`src/hw/rtl/tsdc_pkg.sv`:
```
// ----------------------------------------------------------------------------
// tsdc_pkg: shared types and constants for the draw command generator
// Holds the register indexes, the field constants of tiles and sprites and
// the structs passed between the front end, the queue and the back end.
// ----------------------------------------------------------------------------
package tsdc_pkg;

  // Configuration register indexes
  localparam int CFG_IDX_W = 2;
  localparam logic [CFG_IDX_W-1:0] CFG_PALETTE_BANK = 2'd0;
  localparam logic [CFG_IDX_W-1:0] CFG_SCROLL_ROWS  = 2'd1;
  localparam logic [CFG_IDX_W-1:0] CFG_FLIP_SCREEN  = 2'd2;
  localparam int CFG_DATA_W = 8;

  // Defaults of the top level parameters
  localparam int SCREEN_WIDTH_DEF  = 256;
  localparam int SCREEN_HEIGHT_DEF = 192;
  localparam int QUEUE_DEPTH_DEF   = 4;

  // Item kinds and draw sizes
  localparam logic MODE_TILE   = 1'b0;
  localparam logic MODE_SPRITE = 1'b1;
  localparam logic SIZE_TILE   = 1'b0;
  localparam logic SIZE_SPRITE = 1'b1;

  // Tile colour groups and row/column limits
  localparam logic [4:0] COLOR_BAND_TOP = 5'h15;
  localparam logic [4:0] COLOR_BAND_MID = 5'h16;
  localparam logic [4:0] COLOR_BAND_BOT = 5'h14;
  localparam logic [3:0] COLOR_ROW_SEL  = 4'hc;
  localparam logic [4:0] COL_BAND_START = 5'h1e;
  localparam logic [4:0] ROW_BAND_MID   = 5'h0c;
  localparam logic [4:0] ROW_BAND_BOT   = 5'h14;
  localparam logic [4:0] ROW_SPECIAL_A  = 5'h04;
  localparam logic [4:0] ROW_SPECIAL_B  = 5'h1b;
  localparam logic [4:0] WIN_COL_LO     = 5'd8;
  localparam logic [4:0] WIN_COL_HI     = 5'd12;
  localparam logic [4:0] WIN_ROW_LO     = 5'd6;
  localparam logic [4:0] WIN_ROW_HI     = 5'd26;
  localparam logic [4:0] WIN_ROW_LO_FL  = 5'd5;
  localparam logic [4:0] WIN_ROW_HI_FL  = 5'd25;
  localparam logic [8:0] Y_OFFSET       = 9'd32;

  // Sprite constants
  localparam logic [7:0] SPR_PAIR_CODE  = 8'h20;
  localparam logic [7:0] SPR_SECOND_BIT = 8'h01;
  localparam logic [8:0] SPR_STEP       = 9'h10;
  localparam logic [7:0] SPR_Y_RAW_MIN  = 8'd25;
  localparam int         SPR_Y_BIAS     = 32;

  typedef struct packed {
    logic       palette_bank;
    logic [2:0] scroll_rows;
    logic       flip_screen;
  } cfg_t;

  // One queued job: the first draw plus how to derive a second one
  typedef struct packed {
    logic       size;
    logic [7:0] code;
    logic [8:0] x;
    logic [8:0] y;
    logic [4:0] color;
    logic       pair;
    logic       across;
  } job_t;

endpackage

```
`src/hw/rtl/tsdc_front.sv`:
```
// ----------------------------------------------------------------------------
// tsdc_front: item classifier
// Decodes a tile cell or a sprite attribute set into one queued job, or
// drops it when the sprite is disabled or clipped.
// ----------------------------------------------------------------------------
module tsdc_front #(
  parameter int SCREEN_WIDTH  = 256,
  parameter int SCREEN_HEIGHT = 192
) (
  input  logic           accept,
  input  tsdc_pkg::cfg_t cfg,
  input  logic           in_mode,
  input  logic [9:0]     in_cell_index,
  input  logic [7:0]     in_cell_code,
  input  logic [7:0]     in_sprite_byte0,
  input  logic [7:0]     in_sprite_byte1,
  input  logic [7:0]     in_sprite_byte2,
  input  logic [7:0]     in_sprite_byte3,
  output logic           push,
  output tsdc_pkg::job_t job
);
  import tsdc_pkg::*;

  localparam logic [10:0] X_LIM = 11'(SCREEN_WIDTH);
  localparam logic [10:0] Y_LIM = 11'(SCREEN_HEIGHT + SPR_Y_BIAS);

  logic [4:0] col, row, fcol, frow;
  logic       win;
  logic [4:0] tcolor;
  logic [8:0] ty;
  logic [8:0] sx;
  logic [7:0] sbase;
  logic       clip;
  logic       keep;

  assign col  = in_cell_index[4:0];
  assign row  = in_cell_index[9:5];
  // mirror: 31 - v on five bits
  assign fcol = cfg.flip_screen ? ~col : col;
  assign frow = cfg.flip_screen ? ~row : row;

  always_comb begin
    if (cfg.flip_screen) begin
      win = (row >= WIN_ROW_LO_FL) && (row <= WIN_ROW_HI_FL) &&
            (col >= WIN_COL_LO) && (col <= WIN_COL_HI);
    end else begin
      win = (row >= WIN_ROW_LO) && (row <= WIN_ROW_HI) &&
            (col >= WIN_COL_LO) && (col <= WIN_COL_HI);
    end
  end

  always_comb begin
    if (fcol >= COL_BAND_START) begin
      if (frow < ROW_BAND_MID) begin
        tcolor = COLOR_BAND_TOP;
      end else if (frow < ROW_BAND_BOT) begin
        tcolor = COLOR_BAND_MID;
      end else begin
        tcolor = COLOR_BAND_BOT;
      end
    end else if (frow == ROW_SPECIAL_A || frow == ROW_SPECIAL_B) begin
      tcolor = {cfg.palette_bank, COLOR_ROW_SEL};
    end else begin
      tcolor = {cfg.palette_bank, fcol[4:1]};
    end
  end

  assign ty = {1'b0, frow, 3'b000} - {6'd0, (win ? cfg.scroll_rows : 3'd0)} - Y_OFFSET;

  assign sx    = 9'd256 - {1'b0, in_sprite_byte2};
  assign sbase = {3'd0, ~in_sprite_byte0[3:0], 1'b0};
  assign clip  = (in_sprite_byte1 < SPR_Y_RAW_MIN) ||
                 ({2'd0, sx} >= X_LIM) ||
                 ({3'd0, in_sprite_byte1} >= Y_LIM);

  always_comb begin
    job  = '0;
    keep = 1'b0;
    case (in_mode)
      MODE_TILE: begin
        keep      = 1'b1;
        job.size  = SIZE_TILE;
        job.code  = in_cell_code;
        job.x     = {1'b0, fcol, 3'b000};
        job.y     = ty;
        job.color = tcolor;
      end
      default: begin
        keep       = in_sprite_byte3[3] && !clip;
        job.size   = SIZE_SPRITE;
        job.x      = sx;
        job.y      = {1'b0, in_sprite_byte1} - Y_OFFSET;
        job.color  = {2'd0, ~in_sprite_byte3[2:0]};
        job.pair   = !in_sprite_byte0[7];
        job.across = in_sprite_byte0[1];
        if (in_sprite_byte0[7]) begin
          // single sprite: odd code unless flipped
          job.code = sbase | {7'd0, !cfg.flip_screen};
        end else begin
          job.code = sbase | SPR_PAIR_CODE;
        end
      end
    endcase
  end

  assign push = accept && keep;

endmodule

```
`src/hw/rtl/tsdc_queue.sv`:
```
// ----------------------------------------------------------------------------
// tsdc_queue: job queue
// Small register FIFO between the classifier and the command emitter.
// ----------------------------------------------------------------------------
module tsdc_queue #(
  parameter int DEPTH = 4
) (
  input  logic           clk,
  input  logic           rst_n,
  input  logic           push,
  input  tsdc_pkg::job_t push_job,
  input  logic           pop,
  output tsdc_pkg::job_t head_job,
  output logic           empty,
  output logic           full
);
  import tsdc_pkg::*;

  localparam int PTR_W = (DEPTH > 1) ? $clog2(DEPTH) : 1;
  localparam int CNT_W = $clog2(DEPTH + 1);
  localparam logic [PTR_W-1:0] PTR_LAST = PTR_W'(DEPTH - 1);
  localparam logic [CNT_W-1:0] CNT_FULL = CNT_W'(DEPTH);

  job_t             slot_r [DEPTH];
  logic [PTR_W-1:0] wr_ptr_r, wr_ptr_nxt;
  logic [PTR_W-1:0] rd_ptr_r, rd_ptr_nxt;
  logic [CNT_W-1:0] count_r, count_nxt;

  assign empty    = (count_r == '0);
  assign full     = (count_r == CNT_FULL);
  assign head_job = slot_r[rd_ptr_r];

  always_comb begin
    wr_ptr_nxt = wr_ptr_r;
    rd_ptr_nxt = rd_ptr_r;
    count_nxt  = count_r;
    if (push) begin
      wr_ptr_nxt = (wr_ptr_r == PTR_LAST) ? '0 : wr_ptr_r + 1'b1;
    end
    if (pop) begin
      rd_ptr_nxt = (rd_ptr_r == PTR_LAST) ? '0 : rd_ptr_r + 1'b1;
    end
    if (push && !pop) begin
      count_nxt = count_r + 1'b1;
    end else if (pop && !push) begin
      count_nxt = count_r - 1'b1;
    end
  end

  always_ff @(posedge clk) begin
    if (!rst_n) begin
      wr_ptr_r <= '0;
      rd_ptr_r <= '0;
      count_r  <= '0;
    end else begin
      wr_ptr_r <= wr_ptr_nxt;
      rd_ptr_r <= rd_ptr_nxt;
      count_r  <= count_nxt;
    end
  end

  always_ff @(posedge clk) begin
    if (push) begin
      slot_r[wr_ptr_r] <= push_job;
    end
  end

endmodule

```
`src/hw/rtl/tsdc_back.sv`:
```
// ----------------------------------------------------------------------------
// tsdc_back: command emitter
// Emits one draw command per cycle from the queue head while a job waits; a
// sprite pair yields two, the second offset across or down by sixteen pixels.
// ----------------------------------------------------------------------------
module tsdc_back (
  input  logic           clk,
  input  logic           rst_n,
  input  tsdc_pkg::job_t head_job,
  input  logic           empty,
  output logic           pop,
  output logic           out_valid,
  output logic           out_draw_size,
  output logic [7:0]     out_draw_code,
  output logic [8:0]     out_draw_x,
  output logic signed [8:0] out_draw_y,
  output logic [4:0]     out_draw_color,
  output logic           out_last
);
  import tsdc_pkg::*;

  logic       second_r, second_nxt;
  logic       valid_r;
  logic       size_r;
  logic [7:0] code_r;
  logic [8:0] x_r;
  logic [8:0] y_r;
  logic [4:0] color_r;
  logic       last_r;

  logic       last_nxt;
  logic [7:0] code_nxt;
  logic [8:0] x_nxt, y_nxt;

  always_comb begin
    last_nxt   = !head_job.pair || second_r;
    code_nxt   = head_job.code;
    x_nxt      = head_job.x;
    y_nxt      = head_job.y;
    if (second_r) begin
      code_nxt = head_job.code | SPR_SECOND_BIT;
      if (head_job.across) begin
        x_nxt = head_job.x + SPR_STEP;
      end else begin
        y_nxt = head_job.y + SPR_STEP;
      end
    end
    pop        = !empty && last_nxt;
    second_nxt = second_r;
    if (!empty) begin
      second_nxt = !last_nxt;
    end
  end

  always_ff @(posedge clk) begin
    if (!rst_n) begin
      second_r <= 1'b0;
      valid_r  <= 1'b0;
    end else begin
      second_r <= second_nxt;
      valid_r  <= !empty;
    end
  end

  always_ff @(posedge clk) begin
    size_r  <= head_job.size;
    code_r  <= code_nxt;
    x_r     <= x_nxt;
    y_r     <= y_nxt;
    color_r <= head_job.color;
    last_r  <= last_nxt;
  end

  assign out_valid      = valid_r;
  assign out_draw_size  = size_r;
  assign out_draw_code  = code_r;
  assign out_draw_x     = x_r;
  assign out_draw_y     = y_r;
  assign out_draw_color = color_r;
  assign out_last       = last_r;

endmodule

```
`src/hw/rtl/tile_sprite_draw_command_generator_core.sv`:
```
// ----------------------------------------------------------------------------
// tile_sprite_draw_command_generator_core: tile and sprite draw commands
// Turns video memory entries into 8x8 tile and 16x16 sprite draw commands.
// ----------------------------------------------------------------------------
// An item is taken on any clock edge where start is high and busy is low;
// it passes through the job queue and the emitter's output registers, and
// its draw commands leave on the out_ ports one per cycle, each marked by a
// single-cycle out_valid pulse; the receiver cannot stall, so every pulse is
// a completed transfer. Tile cells and single sprites yield one command,
// sprite pairs two, and disabled or clipped sprites none. The emitter is the
// limit: it drains one command per cycle from a QUEUE_DEPTH-entry job queue,
// and busy rises only while that queue is full, so a steady stream of tiles
// and single sprites runs at one item per cycle while a run of pairs fills
// the queue and is then paced by busy. out_last marks the final command of
// each item. Configuration writes are always ready (cfg_ready tied high);
// write them only while no commands are pending.
// ----------------------------------------------------------------------------
module tile_sprite_draw_command_generator_core #(
  parameter int SCREEN_WIDTH  = tsdc_pkg::SCREEN_WIDTH_DEF,
  parameter int SCREEN_HEIGHT = tsdc_pkg::SCREEN_HEIGHT_DEF,
  parameter int QUEUE_DEPTH   = tsdc_pkg::QUEUE_DEPTH_DEF
) (
  input  logic                          clk,
  input  logic                          rst_n,
  // command input
  input  logic                          start,
  output logic                          busy,
  input  logic                          in_mode,
  input  logic [9:0]                    in_cell_index,
  input  logic [7:0]                    in_cell_code,
  input  logic [7:0]                    in_sprite_byte0,
  input  logic [7:0]                    in_sprite_byte1,
  input  logic [7:0]                    in_sprite_byte2,
  input  logic [7:0]                    in_sprite_byte3,
  // draw command output
  output logic                          out_valid,
  output logic                          out_draw_size,
  output logic [7:0]                    out_draw_code,
  output logic [8:0]                    out_draw_x,
  output logic signed [8:0]             out_draw_y,
  output logic [4:0]                    out_draw_color,
  output logic                          out_last,
  // configuration writes
  input  logic                          cfg_valid,
  output logic                          cfg_ready,
  input  logic [tsdc_pkg::CFG_IDX_W-1:0]  cfg_index,
  input  logic [tsdc_pkg::CFG_DATA_W-1:0] cfg_data
);
  import tsdc_pkg::*;

  cfg_t cfg_r, cfg_nxt;
  logic accept;
  logic push, pop, empty, full;
  job_t push_job, head_job;

  // Configuration registers: always ready, one register per transfer
  assign cfg_ready = 1'b1;

  always_comb begin
    cfg_nxt = cfg_r;
    if (cfg_valid) begin
      unique case (cfg_index)
        CFG_PALETTE_BANK: cfg_nxt.palette_bank = cfg_data[0];
        CFG_SCROLL_ROWS:  cfg_nxt.scroll_rows  = cfg_data[2:0];
        CFG_FLIP_SCREEN:  cfg_nxt.flip_screen  = cfg_data[0];
        default:          cfg_nxt = cfg_r;  // unused index: drop the write
      endcase
    end
  end

  always_ff @(posedge clk) begin
    if (!rst_n) begin
      cfg_r <= '0;
    end else begin
      cfg_r <= cfg_nxt;
    end
  end

  // Hold off new items only while the job queue has no free slot
  assign busy   = full;
  assign accept = start && !busy;

  // Front end: classify the item and compute its first draw
  tsdc_front #(
    .SCREEN_WIDTH  (SCREEN_WIDTH),
    .SCREEN_HEIGHT (SCREEN_HEIGHT)
  ) u_front (
    .accept          (accept),
    .cfg             (cfg_r),
    .in_mode         (in_mode),
    .in_cell_index   (in_cell_index),
    .in_cell_code    (in_cell_code),
    .in_sprite_byte0 (in_sprite_byte0),
    .in_sprite_byte1 (in_sprite_byte1),
    .in_sprite_byte2 (in_sprite_byte2),
    .in_sprite_byte3 (in_sprite_byte3),
    .push            (push),
    .job             (push_job)
  );

  // Job queue decouples the classifier from the emitter
  tsdc_queue #(
    .DEPTH (QUEUE_DEPTH)
  ) u_queue (
    .clk      (clk),
    .rst_n    (rst_n),
    .push     (push),
    .push_job (push_job),
    .pop      (pop),
    .head_job (head_job),
    .empty    (empty),
    .full     (full)
  );

  // Back end: emit one registered draw command per cycle while jobs wait
  tsdc_back u_back (
    .clk            (clk),
    .rst_n          (rst_n),
    .head_job       (head_job),
    .empty          (empty),
    .pop            (pop),
    .out_valid      (out_valid),
    .out_draw_size  (out_draw_size),
    .out_draw_code  (out_draw_code),
    .out_draw_x     (out_draw_x),
    .out_draw_y     (out_draw_y),
    .out_draw_color (out_draw_color),
    .out_last       (out_last)
  );

endmodule

```
`config.mk`:
```
export PLATFORM = sky130hd
export DESIGN_NAME = tile_sprite_draw_command_generator_core
export DESIGN_NICKNAME = d
export VERILOG_FILES = /design/src/hw/rtl/tsdc_pkg.sv /design/src/hw/rtl/tsdc_front.sv /design/src/hw/rtl/tsdc_queue.sv /design/src/hw/rtl/tsdc_back.sv /design/src/hw/rtl/tile_sprite_draw_command_generator_core.sv
export SDC_FILE = /design/constraint.sdc
export NUM_CORES = 1
export LEC_CHECK = 0
export ABC_CLOCK_PERIOD_IN_PS = 2900
export BUFFER_PORTS_ARGS = -buffer_cell sky130_fd_sc_hd__buf_2
export CAP_MARGIN = 15
export CORE_ASPECT_RATIO = 1.5
export CORE_MARGIN = 4
export CORE_UTILIZATION = 50
export DETAILED_ROUTE_END_ITERATION = 6
export PLACE_DENSITY = 0.72
export SYNTH_ARGS = -nofsm -noshare
export SYNTH_HDL_FRONTEND = slang
export SYNTH_HIERARCHICAL = 1
export SYNTH_SLANG_ARGS = --single-unit
```
`constraint.sdc`:
```
create_clock -name clk -period 2.9 [get_ports clk]
set_input_delay 0 -clock clk [delete_from_list [all_inputs] [get_ports clk]]
set_output_delay 0 -clock clk [all_outputs]
set_load 0.01 [all_outputs]
```
Word level (Yosys, flattened, before mapping). Memory sizes are Yosys's and may differ from the RTL's. A register that Yosys moved wholly into a read port is not among the register bits. Index checks and enable logic that the tools add are counted.

Flip-flop bits (word level): 47. RAM bits: 136. Output and inout bits: 36. Memories kept: 1.

Add/sub/neg operators: 10. Order comparisons: 12. Eq/ne operators: 7. Muxes and demuxes: 24. Bitwise logic cells: 5. Reduce and logical (&&, ||, !) cells: 31.

Memories: u_queue.slot_r (words 4, bits a word 34, read ports 1, clocked after memory_dff 1, write ports 1, line tsdc_queue.sv:24) `job_t slot_r [DEPTH];`.

Operators with widths (number): $mux W9 (4); $mux W32 (1); $mux W5 (4); $add A9 B5 Y9 const B (2); $logic_and A1 B1 Y1 (12); $mux W2 (6); $ge A5 B3 Y1 const B (2); $le A5 B5 Y1 const B (2); $not A5 Y5 (2); $ge A9 B9 Y1 const B (1); $logic_not A1 Y1 (9); $mux W3 (3); $sub A8 B3 Y9 (1); $sub A8 B6 Y9 const B (1); $sub A9 B6 Y9 const B (1); $sub A9 B8 Y9 const A (1); $ge A8 B8 Y1 const B (1); $lt A8 B5 Y1 const B (1); $mux W8 (1); $eq A2 B2 Y1 const B (3); $reduce_and A2 Y1 (3); $eq A5 B3 Y1 const B (1); $eq A5 B5 Y1 const B (1); $ge A5 B4 Y1 const B (1); 18 further kinds (25).

Logic depth before layout (Yosys ltp). Gate-level depths: netlist of the first run.

Word-level depth: 12. Depth in mapped cells: 14.

Cells and area by module. Netlist of the first run, hierarchy kept.

By module, submodules not included: tsdc_queue (instances 1, cells each 222, area an instance 5412.7 sq um, sequential area each 4264.1 sq um); tsdc_front (instances 1, cells each 179, area an instance 1156.1 sq um, sequential area each 0.0 sq um); tsdc_back (instances 1, cells each 66, area an instance 922.1 sq um, sequential area each 700.7 sq um); tile_sprite_draw_command_generator_core (instances 1, cells each 25, area an instance 225.2 sq um, sequential area each 100.1 sq um).

Worst setup path before layout of the first run. No wires, ideal clock.

Path type: register -> register. Start: reg cfg_r[0] in the netlist's numbering. End: mem u_queue/slot_r[0][14] in the netlist's numbering (data pin). Library setup time: 0.291 ns. Arrival time: 2.330 ns. Data required time: 2.609 ns. Setup slack: 0.279 ns. Stages on the path, launching flop included: 12. Cell sequence: dfxtp_1 buf_4 a21boi_0 a2bb2oi_1 nand4_1 ha_1 ha_1 a21oi_1 nor3_1 nor3_1 xnor2_1 o21ai_0.

RTL lines: from (decl) (line tile_sprite_draw_command_generator_core.sv:51) `cfg_t cfg_r, cfg_nxt;`; from (signal assigned) (line tile_sprite_draw_command_generator_core.sv:75) `cfg_r <= cfg_nxt;`; to (decl) (line tsdc_queue.sv:24).

==> results.sh, run 1 <==
export IMPL_outcome="complete, no violations"
export IMPL_fin_tns_setup_ns=0
export IMPL_cp_start_kind="flip-flop"
export IMPL_wl_per_cell_um=18.3
export IMPL_p_per_area_mw_per_mm2=795
export IMPL_antenna_found_initial=0
export IMPL_slew_viol_final=0
export IMPL_cts_sinks=185
export IMPL_hold_violations=0
export IMPL_post_place_ws_ns=0.0668
export IMPL_rsz0062_at_grt="false"
export IMPL_io_buffers=87
export IMPL_viasPerCell=5.38
export IMPL_clk_latency_ns=0.42
export IMPL_synth_edf_count=136
export IMPL_antennaDiodeCount=0
export IMPL_critPathArrivalTime_ns=2.79
export IMPL_fin_ws_ns=0.240
export IMPL_r2r_end="u_queue/slot_r[3][14]"
export IMPL_fin_skew_ns=0.0131
export IMPL_tightest_slew_ns=0.759
export IMPL_async_reset_ff_share_pct=0
export IMPL_grt_pass1_wl_um=24500
export IMPL_yosys_area_top_type="edfxtp_1"
export IMPL_multi_input_area_mm2=0.00243
export IMPL_syn_inst=492
export IMPL_cts_made_buffers=17
export IMPL_grt_pass1_vias=4781
export IMPL_ant_nets=0
export IMPL_drtIter0Drc=264
export IMPL_synthTopCellsByArea="edfxtp_1 (53%), dfxtp_1 (13%), mux4_2 (8.8%)"
export IMPL_initial_core_util_pct=51.0
export IMPL_whs_endpoint="u_queue/slot_r[0][16]"
export IMPL_path_clk_slew_ns=0.07
export IMPL_synth_cell_types=62
export IMPL_r2r_cells=10
export IMPL_p_leak_nw=3.46
export IMPL_postSynthAreaPerCell_um2=15.7
export IMPL_core_rowCount=55
export IMPL_cap_viol_max_count=0
export IMPL_die_y_um=160
export IMPL_fin_util_pct=61.3
export IMPL_wl_um=15300
export IMPL_grt_remaining_overflow=0
export IMPL_fin_crit_ns=2.66
export IMPL_ys_seq_elements=185
export IMPL_die_w_um=109
export IMPL_r2r_slack_ns=0.24
export IMPL_worstReg2RegStart="cfg_r[0]"
export IMPL_criticalPathCategory="flip-flop to flip-flop"
export IMPL_ys_flop_type="edfxtp_1"
export IMPL_fillers=1154
export IMPL_drc=0
export IMPL_peakVddDrop_uv=526
export IMPL_dr_pass1_iters=5
export IMPL_yosysMostFrequentCell="edfxtp_1"
export IMPL_grt_max_degree=41
export IMPL_whs_path_depth=3
export IMPL_cts_tree="built"
export IMPL_die_area_mm2=0.0175
export IMPL_root_buffer="clkbuf_16"
export IMPL_seq_area_mm2=0.00507
export IMPL_dpl_hpwl_um=10000
export IMPL_setup_viol=0
export IMPL_hold_path_startpoint="in_sprite_byte2[0]"
export IMPL_synth_top_cell_area_share_pct=52.9
export IMPL_synth_area_mm2=0.00772
export IMPL_fmax_mhz=376
export IMPL_fin_total_pwr_mw=7.38
export IMPL_cp_data_required_time_ns=3.03
export IMPL_area_growth_pct=20.3
export IMPL_grt_use_total_pct=18.6
export IMPL_synth_fp_nets=578
export IMPL_core_area_mm2=0.0151
export IMPL_ioPinCount=101
export IMPL_post_route_period_util_pct=91.7
export IMPL_synth_warning_count=6
export IMPL_dr_total_vias=4501
export IMPL_cts_path_max_buffers=2
export IMPL_drive_gt1_share_pct=27.6
export IMPL_hp_class="primary input to flip-flop"
export IMPL_worstSetupStartpoint="cfg_r[0]"
export IMPL_layout_nets=711
export IMPL_h_tree_depth=4
export IMPL_slew_headroom_pct=49.1
export IMPL_routabilityCongestion=0.877
export IMPL_path_max_fanout=5
export IMPL_crit_path_end_kind="flip-flop"
export IMPL_synthTopCellsByCount="edfxtp_1 (136), dfxtp_1 (49), nand2_1 (32)"
export IMPL_ys_seq_area_share_pct=65.6
placed cells by master, fill, tap and decap left out, types with 3 or more instances in the layout:
cell	netlist	final
dfxtp_1	49	48
a21boi_0	4	4
or3_1	4	4
clkbuf_16	0	17
ha_1	20	20
a21oi_1	11	11
o21ai_0	11	10
nor3b_1	3	3
nand4_1	5	5
mux2_2	4	4
inv_1	15	15
xnor2_1	14	14
buf_4	4	16
inv_8	0	5
mux2i_1	10	10
nand3b_1	3	3
mux4_1	4	4
nand2_1	32	32
clkinv_4	0	6
nor3_1	10	10
nor2_1	20	20
buf_2	9	87
mux4_2	30	30
edfxtp_1	136	136
xor2_1	12	12
nor2b_1	15	15
and2_1	9	9
dlygate4sd3_1	0	33
nand3_1	3	3
nand2b_1	4	4
per-stage QoR:
| step | hold WS [ns] | area (µm²) | std cells |
|---|---|---|---|
| floorplan | 0.122 | 7720 | 492 |
| global placement | 0.250 | 8360 | 772 |
| detailed placement | 0.260 | 8360 | 772 |
| CTS | 0.00672 | 9270 | 837 |
| global route | 0.0278 | 9280 | 837 |
| finish | 0.0132 | 9280 | 837 |
kinds of logic (layout without fill, tap and decap cells):
family | after synthesis | count (layout) | synth area share (%)
AOI/OAI and AO/OA | 52 | 52 | 4.61
adders and majority gates | 21 | 21 | 3.50
DFF | 185 | 185 | 65.6
muxes | 49 | 49 | 12.1
other | 1 | 1 | 0.0486
and+or+nand+nor | 119 | 119 | 7.98
buffers and inverters | 38 | 184 | 2.92
xor gates and xnor gates | 27 | 27 | 3.16
area by class of cell:
type,count,area share (%)
Clock buffer,17,4.58
Clock inverter,15,1.73
Inverter,16,0.647
Multi-Input combinational cell,269,26.2
Sequential cell,185,54.6
Tap cell,199,2.68
Timing Repair Buffer,136,9.55
power breakdown:
part | switching [mW] | internal [mW]
logic | 0.889 | 0.845
clock network | 1.03 | 1.22
registers | 0.122 | 3.27
total | 2.05 | 5.33
per-layer routing:
metal,GRT usage [%],vias to the layer above,wire length (µm)
li1,-,2133,-
met1,22.1,2209,5960
met2,32.8,142,8300
met3,3.76,17,827
met4,7.03,0,258
met5,0,-,0
worst max-delay path, cell delays in order, from the launching register on:
cell     delay [ns]
dfxtp_1        0.34
or2_1          0.24
o311a_1        0.37
nand4_1        0.13
ha_1           0.20
ha_1           0.19
a21oi_1        0.13
o221a_2        0.27
nor3_1         0.22
xnor2_1        0.15
o21ai_1        0.12
how the worst max path moves through the flow:
stage                                        to  slack (ns)  cells after the start
after global placement    u_queue/slot_r[2][14]        0.18                     13
final                     u_queue/slot_r[3][14]        0.24                     10
after floorplan           u_queue/slot_r[0][14]        0.28                     11
after detailed placement  u_queue/slot_r[2][14]        0.07                     13
after global routing      u_queue/slot_r[3][14]        0.03                     10
after CTS                 u_queue/slot_r[3][13]        0.11                      8
state kept, by name (all words and copies together), names as in the netlist, 2 cells and up, named ones only:
name	flops
u_queue/count_r	3
u_back/out_draw_color	5
u_queue/slot_r	136
u_back/out_draw_x	9
u_back/out_draw_code	8
u_queue/rd_ptr_r	2
cfg_r	5
u_queue/wr_ptr_r	2
u_back/out_draw_y	9
timing repair:
action / CTS / global route
buffers inserted: 0 / 0
setup endpoints to repair: 0 / 8
hold buffers: 33 / 0
resized for setup: 0 / 2
endpoints found under the hold margin: 84 / 0
(Power assumes the default switching activity.)
==> inputs of run 2 (changes only) <==
ABC_AREA = 1   (was not set)
PLACE_DENSITY = 0.71   (was 0.72)
==> run 2 against run 1 <==
Against the previous run: highest routed layer unchanged; register-to-register slack improved by 0.24 ns; via count rose by 27%; hold slack got worse by 0.0033 ns; largest power group unchanged; cell area rose by 2.3%; critical path type is now primary input to flip-flop; clock-buffer cell count rose by 2; synthesized area rose by 4.2%; critical endpoint is now u_queue/count_r[1]; clock skew fell by 0.0033 ns.
==> results.sh, run 2 <==
export IMPL_dpl_cell_count=992
export IMPL_hold_violations=0
export IMPL_p_per_area_mw_per_mm2=862
export IMPL_synthTopCellsByCount="edfxtp_1 (136), nor2_1 (103), nand2_1 (86)"
export IMPL_criticalPathCategory="primary input to flip-flop"
export IMPL_antennaDiodeCount=0
export IMPL_slew_viol_final=0
export IMPL_path_max_fanout=6
export IMPL_final_cells=1048
export IMPL_multi_input_area_mm2=0.00250
export IMPL_rsz0062_at_grt="false"
export IMPL_cts_path_max_buffers=2
export IMPL_post_cts_buffers=0
export IMPL_grt_max_degree=67
export IMPL_dr_total_vias=5714
export IMPL_layout_nets=918
export IMPL_synth_cell_types=44
export IMPL_cpPeakStageDelay_ns=0.53
export IMPL_crit_chain="dlygate4sd3_1 > buf_2 > inv_1 > ha_1 > nand2_1 > nor2_1 > nand2_1 > nor4_1 > buf_4 > nor3b_1 > buf_4 > ha_1 > inv_1 > fa_1 > o21ai_0 > nor2_1"
export IMPL_io_buffers=87
export IMPL_synth_edf_count=136
export IMPL_antenna_found_initial=0
export IMPL_yosys_area_top_type="edfxtp_1"
export IMPL_yosysMostFrequentCell="edfxtp_1"
export IMPL_setup_viol=0
export IMPL_slew_headroom_pct=53.7
export IMPL_drive_gt1_share_pct=23.0
export IMPL_clk_latency_ns=0.42
export IMPL_drtIter0Drc=297
export IMPL_layout_commonest_cell="edfxtp_1"
export IMPL_crit_path_end_kind="flip-flop"
export IMPL_grt_use_total_pct=19.9
export IMPL_viasPerCell=5.45
export IMPL_regMostFlops="u_queue/slot_r"
export IMPL_fillers=1275
export IMPL_ys_seq_elements=185
export IMPL_async_reset_ff_share_pct=0
export IMPL_core_area_mm2=0.0157
export IMPL_area_growth_pct=18.0
export IMPL_path_clk_slew_ns=0.07
export IMPL_dr_pass1_iters=5
export IMPL_fmax_mhz=411
export IMPL_layout_common_cells="edfxtp_1 (136), nor2_1 (103), buf_2 (87), nand2_1 (86), o21ai_0 (80)"
export IMPL_post_place_ws_ns=0.283
export IMPL_crit_family="buffers and inverters"
export IMPL_grt_pass1_wl_um=28300
export IMPL_tightest_slew_ns=0.695
export IMPL_wl_per_cell_um=16.9
export IMPL_synth_warning_count=6
export IMPL_wl_um=17700
export IMPL_ys_flop_type="edfxtp_1"
export IMPL_cts_tree="built"
export IMPL_postSynthAreaPerCell_um2=11.2
export IMPL_peakVddDrop_uv=707
export IMPL_synth_top_cell_area_share_pct=50.8
export IMPL_synth_area_mm2=0.00804
export IMPL_fin_skew_ns=0.00979
export IMPL_largest_reg_flops=136
export IMPL_ioPinCount=101
export IMPL_fin_tns_setup_ns=0
export IMPL_initial_core_util_pct=51.2
export IMPL_root_buffer="clkbuf_16"
export IMPL_cp_data_required_time_ns=3.21
export IMPL_critPathArrivalTime_ns=2.75
export IMPL_grt_remaining_overflow=0
export IMPL_outcome="complete, no violations"
export IMPL_cts_sinks=185
export IMPL_h_tree_depth=4
export IMPL_cp_start_kind="primary input"
export IMPL_post_route_period_util_pct=83.9
export IMPL_dpl_hpwl_um=11200
export IMPL_core_rowCount=56
export IMPL_die_y_um=163
export IMPL_die_w_um=112
export IMPL_synthTopCellsByArea="edfxtp_1 (51%), dfxtp_1 (12%), o21ai_0 (5.0%)"
export IMPL_synth_fp_nets=806
export IMPL_cts_made_buffers=17
export IMPL_grt_pass1_vias=5842
export IMPL_drc=0
export IMPL_p_leak_nw=3.83
export IMPL_cap_viol_max_count=0
export IMPL_fin_ws_ns=0.467
export IMPL_critical_path_slowest_cell="dlygate4sd3_1"
export IMPL_cp_num_buf_inv=6
export IMPL_hp_class="primary input to flip-flop"
export IMPL_ant_nets=0
export IMPL_fin_crit_ns=2.43
export IMPL_routabilityCongestion=0.873
export IMPL_ys_seq_area_share_pct=63.0
export IMPL_die_area_mm2=0.0182
export IMPL_syn_inst=720
export IMPL_seq_area_mm2=0.00507
run 2: changes by cell type after synthesis, sizes merged, moves of 10 or more:
cell | before | now
inv | 15 | 65
nor2 | 20 | 125
nor2b | 15 | 0
mux4 | 34 | 0
o22ai | 0 | 35
mux2i | 10 | 0
nand3 | 3 | 24
o21ai | 12 | 86
nand2 | 32 | 87
run 2: cell type report:
type | count | area share, %
repair buffers | 124 | 8.68
inverters | 65 | 2.62
well taps | 203 | 2.68
clock inverters | 13 | 1.53
clock buffers | 19 | 4.77
multi-input cells | 439 | 26.3
flip-flops and latches | 185 | 53.4
run 2: path summary, 6_finish.rpt:
check                        from                        to  slack, ns  cells past startpoint
min               in_cell_code[3]     u_queue/slot_r[1][28]       0.01                      3
max            in_sprite_byte2[0]        u_queue/count_r[1]       0.47                     16
max reg2reg              cfg_r[0]     u_queue/slot_r[3][14]       0.48                     12
min reg2reg  u_queue/slot_r[0][2]  u_back/out_draw_color[0]       0.49                      2
run 2: per-stage QoR:
step	hold WS [ns]	power (mW)	utilization [%]	instance area (µm²)
after global routing	0.0280	8.64	60.5	9490
after floorplan	0.107	5.24	-	8040
after global placement	0.229	5.78	55.1	8650
final	0.00994	8.18	60.5	9490
after detailed placement	0.237	5.91	55.1	8650
after CTS	0.000584	8.23	60.5	9490
run 2: report_power, final:
part           internal (mW)  leakage, nW  switching [mW]
Combinational          0.837         1.88            1.56
Sequential              3.32         1.66           0.152
Clock                   1.28        0.296            1.04
Total                   5.43         3.83            2.76
run 2: repair_timing:
item                      4_1_cts  5_1_grt
gates resized for setup         0        0
hold endpoints to repair       52        0
hold buffers                   24        0
run 2: worst min-delay path, cell delays in order:
cell and delay (ns):
buf_2 0.07, nand2_1 0.04, o21ai_0 0.16
run 2: cell families after synthesis:
group                      after synthesis  share of synthesized area, %
DFF                                    185                          63.0
other                                    1                        0.0466
adders and majority gates               21                          3.36
buffers and inverters                   96                          5.93
xor gates and xnor gates                21                          2.61
and+or+nand+nor                        256                          13.7
AOI/OAI and AO/OA                      140                          11.3
run 2: layer usage:
metal  track usage (%)  part of all wire, %  up-vias
met5                 0                    0        -
met4              7.75                  2.2        0
met3              4.60                  6.2       34
met2              36.2                   54      235
met1              22.5                   38     2752
li1                  -                    -     2693
==> inputs of run 3 (changes only) <==
ABC_CLOCK_PERIOD_IN_PS = 2100   (was 2900)
PLACE_DENSITY = 0.74   (was 0.71)
clock period = 2.1 ns   (was 2.9 ns; I/O delays follow)
==> run 3 against run 2 <==
Against the previous run: final cell count rose by 3.9%; sequential share of layout area fell by 1.9 points; cell area rose by 3.9%; largest cell class unchanged; highest routed layer is now met5.
==> results.sh, run 3 (synthesized netlist as in run 2, its figures left out) <==
export IMPL_outcome="complete, no violations"
export IMPL_grt_pass1_wl_um=27500
export IMPL_grt_pass1_vias=5615
export IMPL_drc=0
export IMPL_ioPinCount=101
export IMPL_initial_core_util_pct=51.2
export IMPL_ant_nets=0
export IMPL_hold_violations=0
export IMPL_cts_sinks=185
export IMPL_cts_path_max_buffers=2
export IMPL_dr_pass1_iters=6
export IMPL_io_buffers=87
export IMPL_p_leak_nw=3.99
export IMPL_wl_per_cell_um=15.9
export IMPL_slew_viol_final=0
export IMPL_root_buffer="clkbuf_16"
export IMPL_layout_common_cells="edfxtp_1 (136), nor2_1 (103), buf_2 (87), nand2_1 (84), o21ai_0 (77)"
export IMPL_final_area_mm2=0.00986
export IMPL_dpl_cell_area_mm2=0.00897
export IMPL_fin_skew_ns=0.0143
export IMPL_viasPerCell=5.24
export IMPL_fmax_mhz=488
export IMPL_grt_max_degree=55
export IMPL_largest_reg_flops=136
export IMPL_grt_use_total_pct=19.5
export IMPL_layout_commonest_cell="edfxtp_1"
export IMPL_p_per_area_mw_per_mm2=1150
export IMPL_grt_remaining_overflow=0
export IMPL_dpl_hpwl_um=11500
export IMPL_setup_viol=0
export IMPL_layout_nets=959
export IMPL_drtIter0Drc=433
export IMPL_antennaDiodeCount=0
export IMPL_fin_crit_ns=2.05
export IMPL_clk_latency_ns=0.43
export IMPL_dr_total_vias=5708
export IMPL_fin_ws_ns=0.0517
export IMPL_routabilityCongestion=0.910
export IMPL_hp_class="primary input to flip-flop"
export IMPL_fillers=1211
export IMPL_core_area_mm2=0.0157
export IMPL_cp_data_required_time_ns=2.25
export IMPL_drive_gt1_share_pct=29.0
export IMPL_area_growth_pct=22.6
export IMPL_cts_made_buffers=17
export IMPL_post_place_ws_ns=-0.154
export IMPL_crit_path_end_kind="flip-flop"
export IMPL_cp_start_kind="flip-flop"
export IMPL_rsz0062_at_grt="true"
export IMPL_critPathArrivalTime_ns=2.20
export IMPL_post_route_period_util_pct=97.5
export IMPL_wl_um=17300
export IMPL_cts_tree="built"
export IMPL_die_y_um=163
export IMPL_antenna_found_initial=1
export IMPL_fin_tns_setup_ns=0
export IMPL_path_max_fanout=4
export IMPL_die_w_um=112
export IMPL_fin_util_pct=62.8
export IMPL_die_area_mm2=0.0182
export IMPL_peakVddDrop_uv=781
export IMPL_h_tree_depth=4
export IMPL_path_clk_slew_ns=0.07
export IMPL_cap_viol_max_count=0
export IMPL_regMostFlops="u_queue/slot_r"
export IMPL_core_rowCount=56
export IMPL_criticalPathCategory="flip-flop to flip-flop"
-- run 3: layout make-up --
cell class / instances / area, µm² / share of cell area, %
multi-input combinational: 439 / 2570 / 26.1
clock buffer: 17 / 425 / 4.32
clock inverter: 15 / 135 / 1.37
tap: 203 / 254 / 2.58
inverter: 65 / 267 / 2.70
sequential: 185 / 5070 / 51.5
timing repair buffer: 165 / 1130 / 11.5
-- run 3: worst paths after layout --
path / start / endpoint / slack [ns] / depth (start not counted)
worst min register to register: u_queue/slot_r[0][17] / u_back/out_draw_x[1] / 0.50 / 2
worst max register to register: cfg_r[0] / u_queue/slot_r[3][13] / 0.05 / 10
worst max-delay path: cfg_r[0] / u_queue/slot_r[3][13] / 0.05 / 10
worst min-delay path: in_sprite_byte1[2] / u_queue/slot_r[0][9] / 0.01 / 3
-- run 3: critical path, cell delays in order, from the launching register on --
cell	delay, ns
dfxtp_4	0.36
buf_4	0.16
xnor2_4	0.20
inv_1	0.10
ha_1	0.32
nor2_1	0.12
nand3_1	0.12
nand3_1	0.13
nand2_1	0.07
nand2_1	0.06
nand2_1	0.11
-- run 3: report_power, final --
part / leakage, nW / internal [mW] / switching (mW)
Clock: 0.275 / 1.57 / 1.43
Combinational: 2.05 / 1.38 / 2.18
Sequential: 1.66 / 4.58 / 0.195
Total: 3.99 / 7.53 / 3.81
-- run 3: through the flow --
stage / hold slack (ns) / power, mW / cells
4_1_cts: 0.00377 / 11.4 / 1086
5_1_grt: 0.0111 / 12.0 / 1089
2_1_floorplan: 0.107 / 7.25 / 720
3_3_place_gp: 0.226 / 8.27 / 1030
3_5_place_dp: 0.231 / 8.33 / 1030
6_report: 0.0128 / 11.3 / 1089
-- run 3: per-layer routing --
metal	global-route usage, %	share of wire [%]	up-vias
met5	0	0.040	-
met4	7.75	1.7	2
met3	4.00	5.4	23
met2	35.8	54	171
met1	22.1	39	2733
li1	-	-	2779
-- run 3: repair_timing --
item,4_1_cts,5_1_grt
setup endpoints to repair,4,16
resized for setup,1,20
setup buffers,1,3
hold endpoints to repair,47,0
pin swaps,1,8
hold buffers,23,0
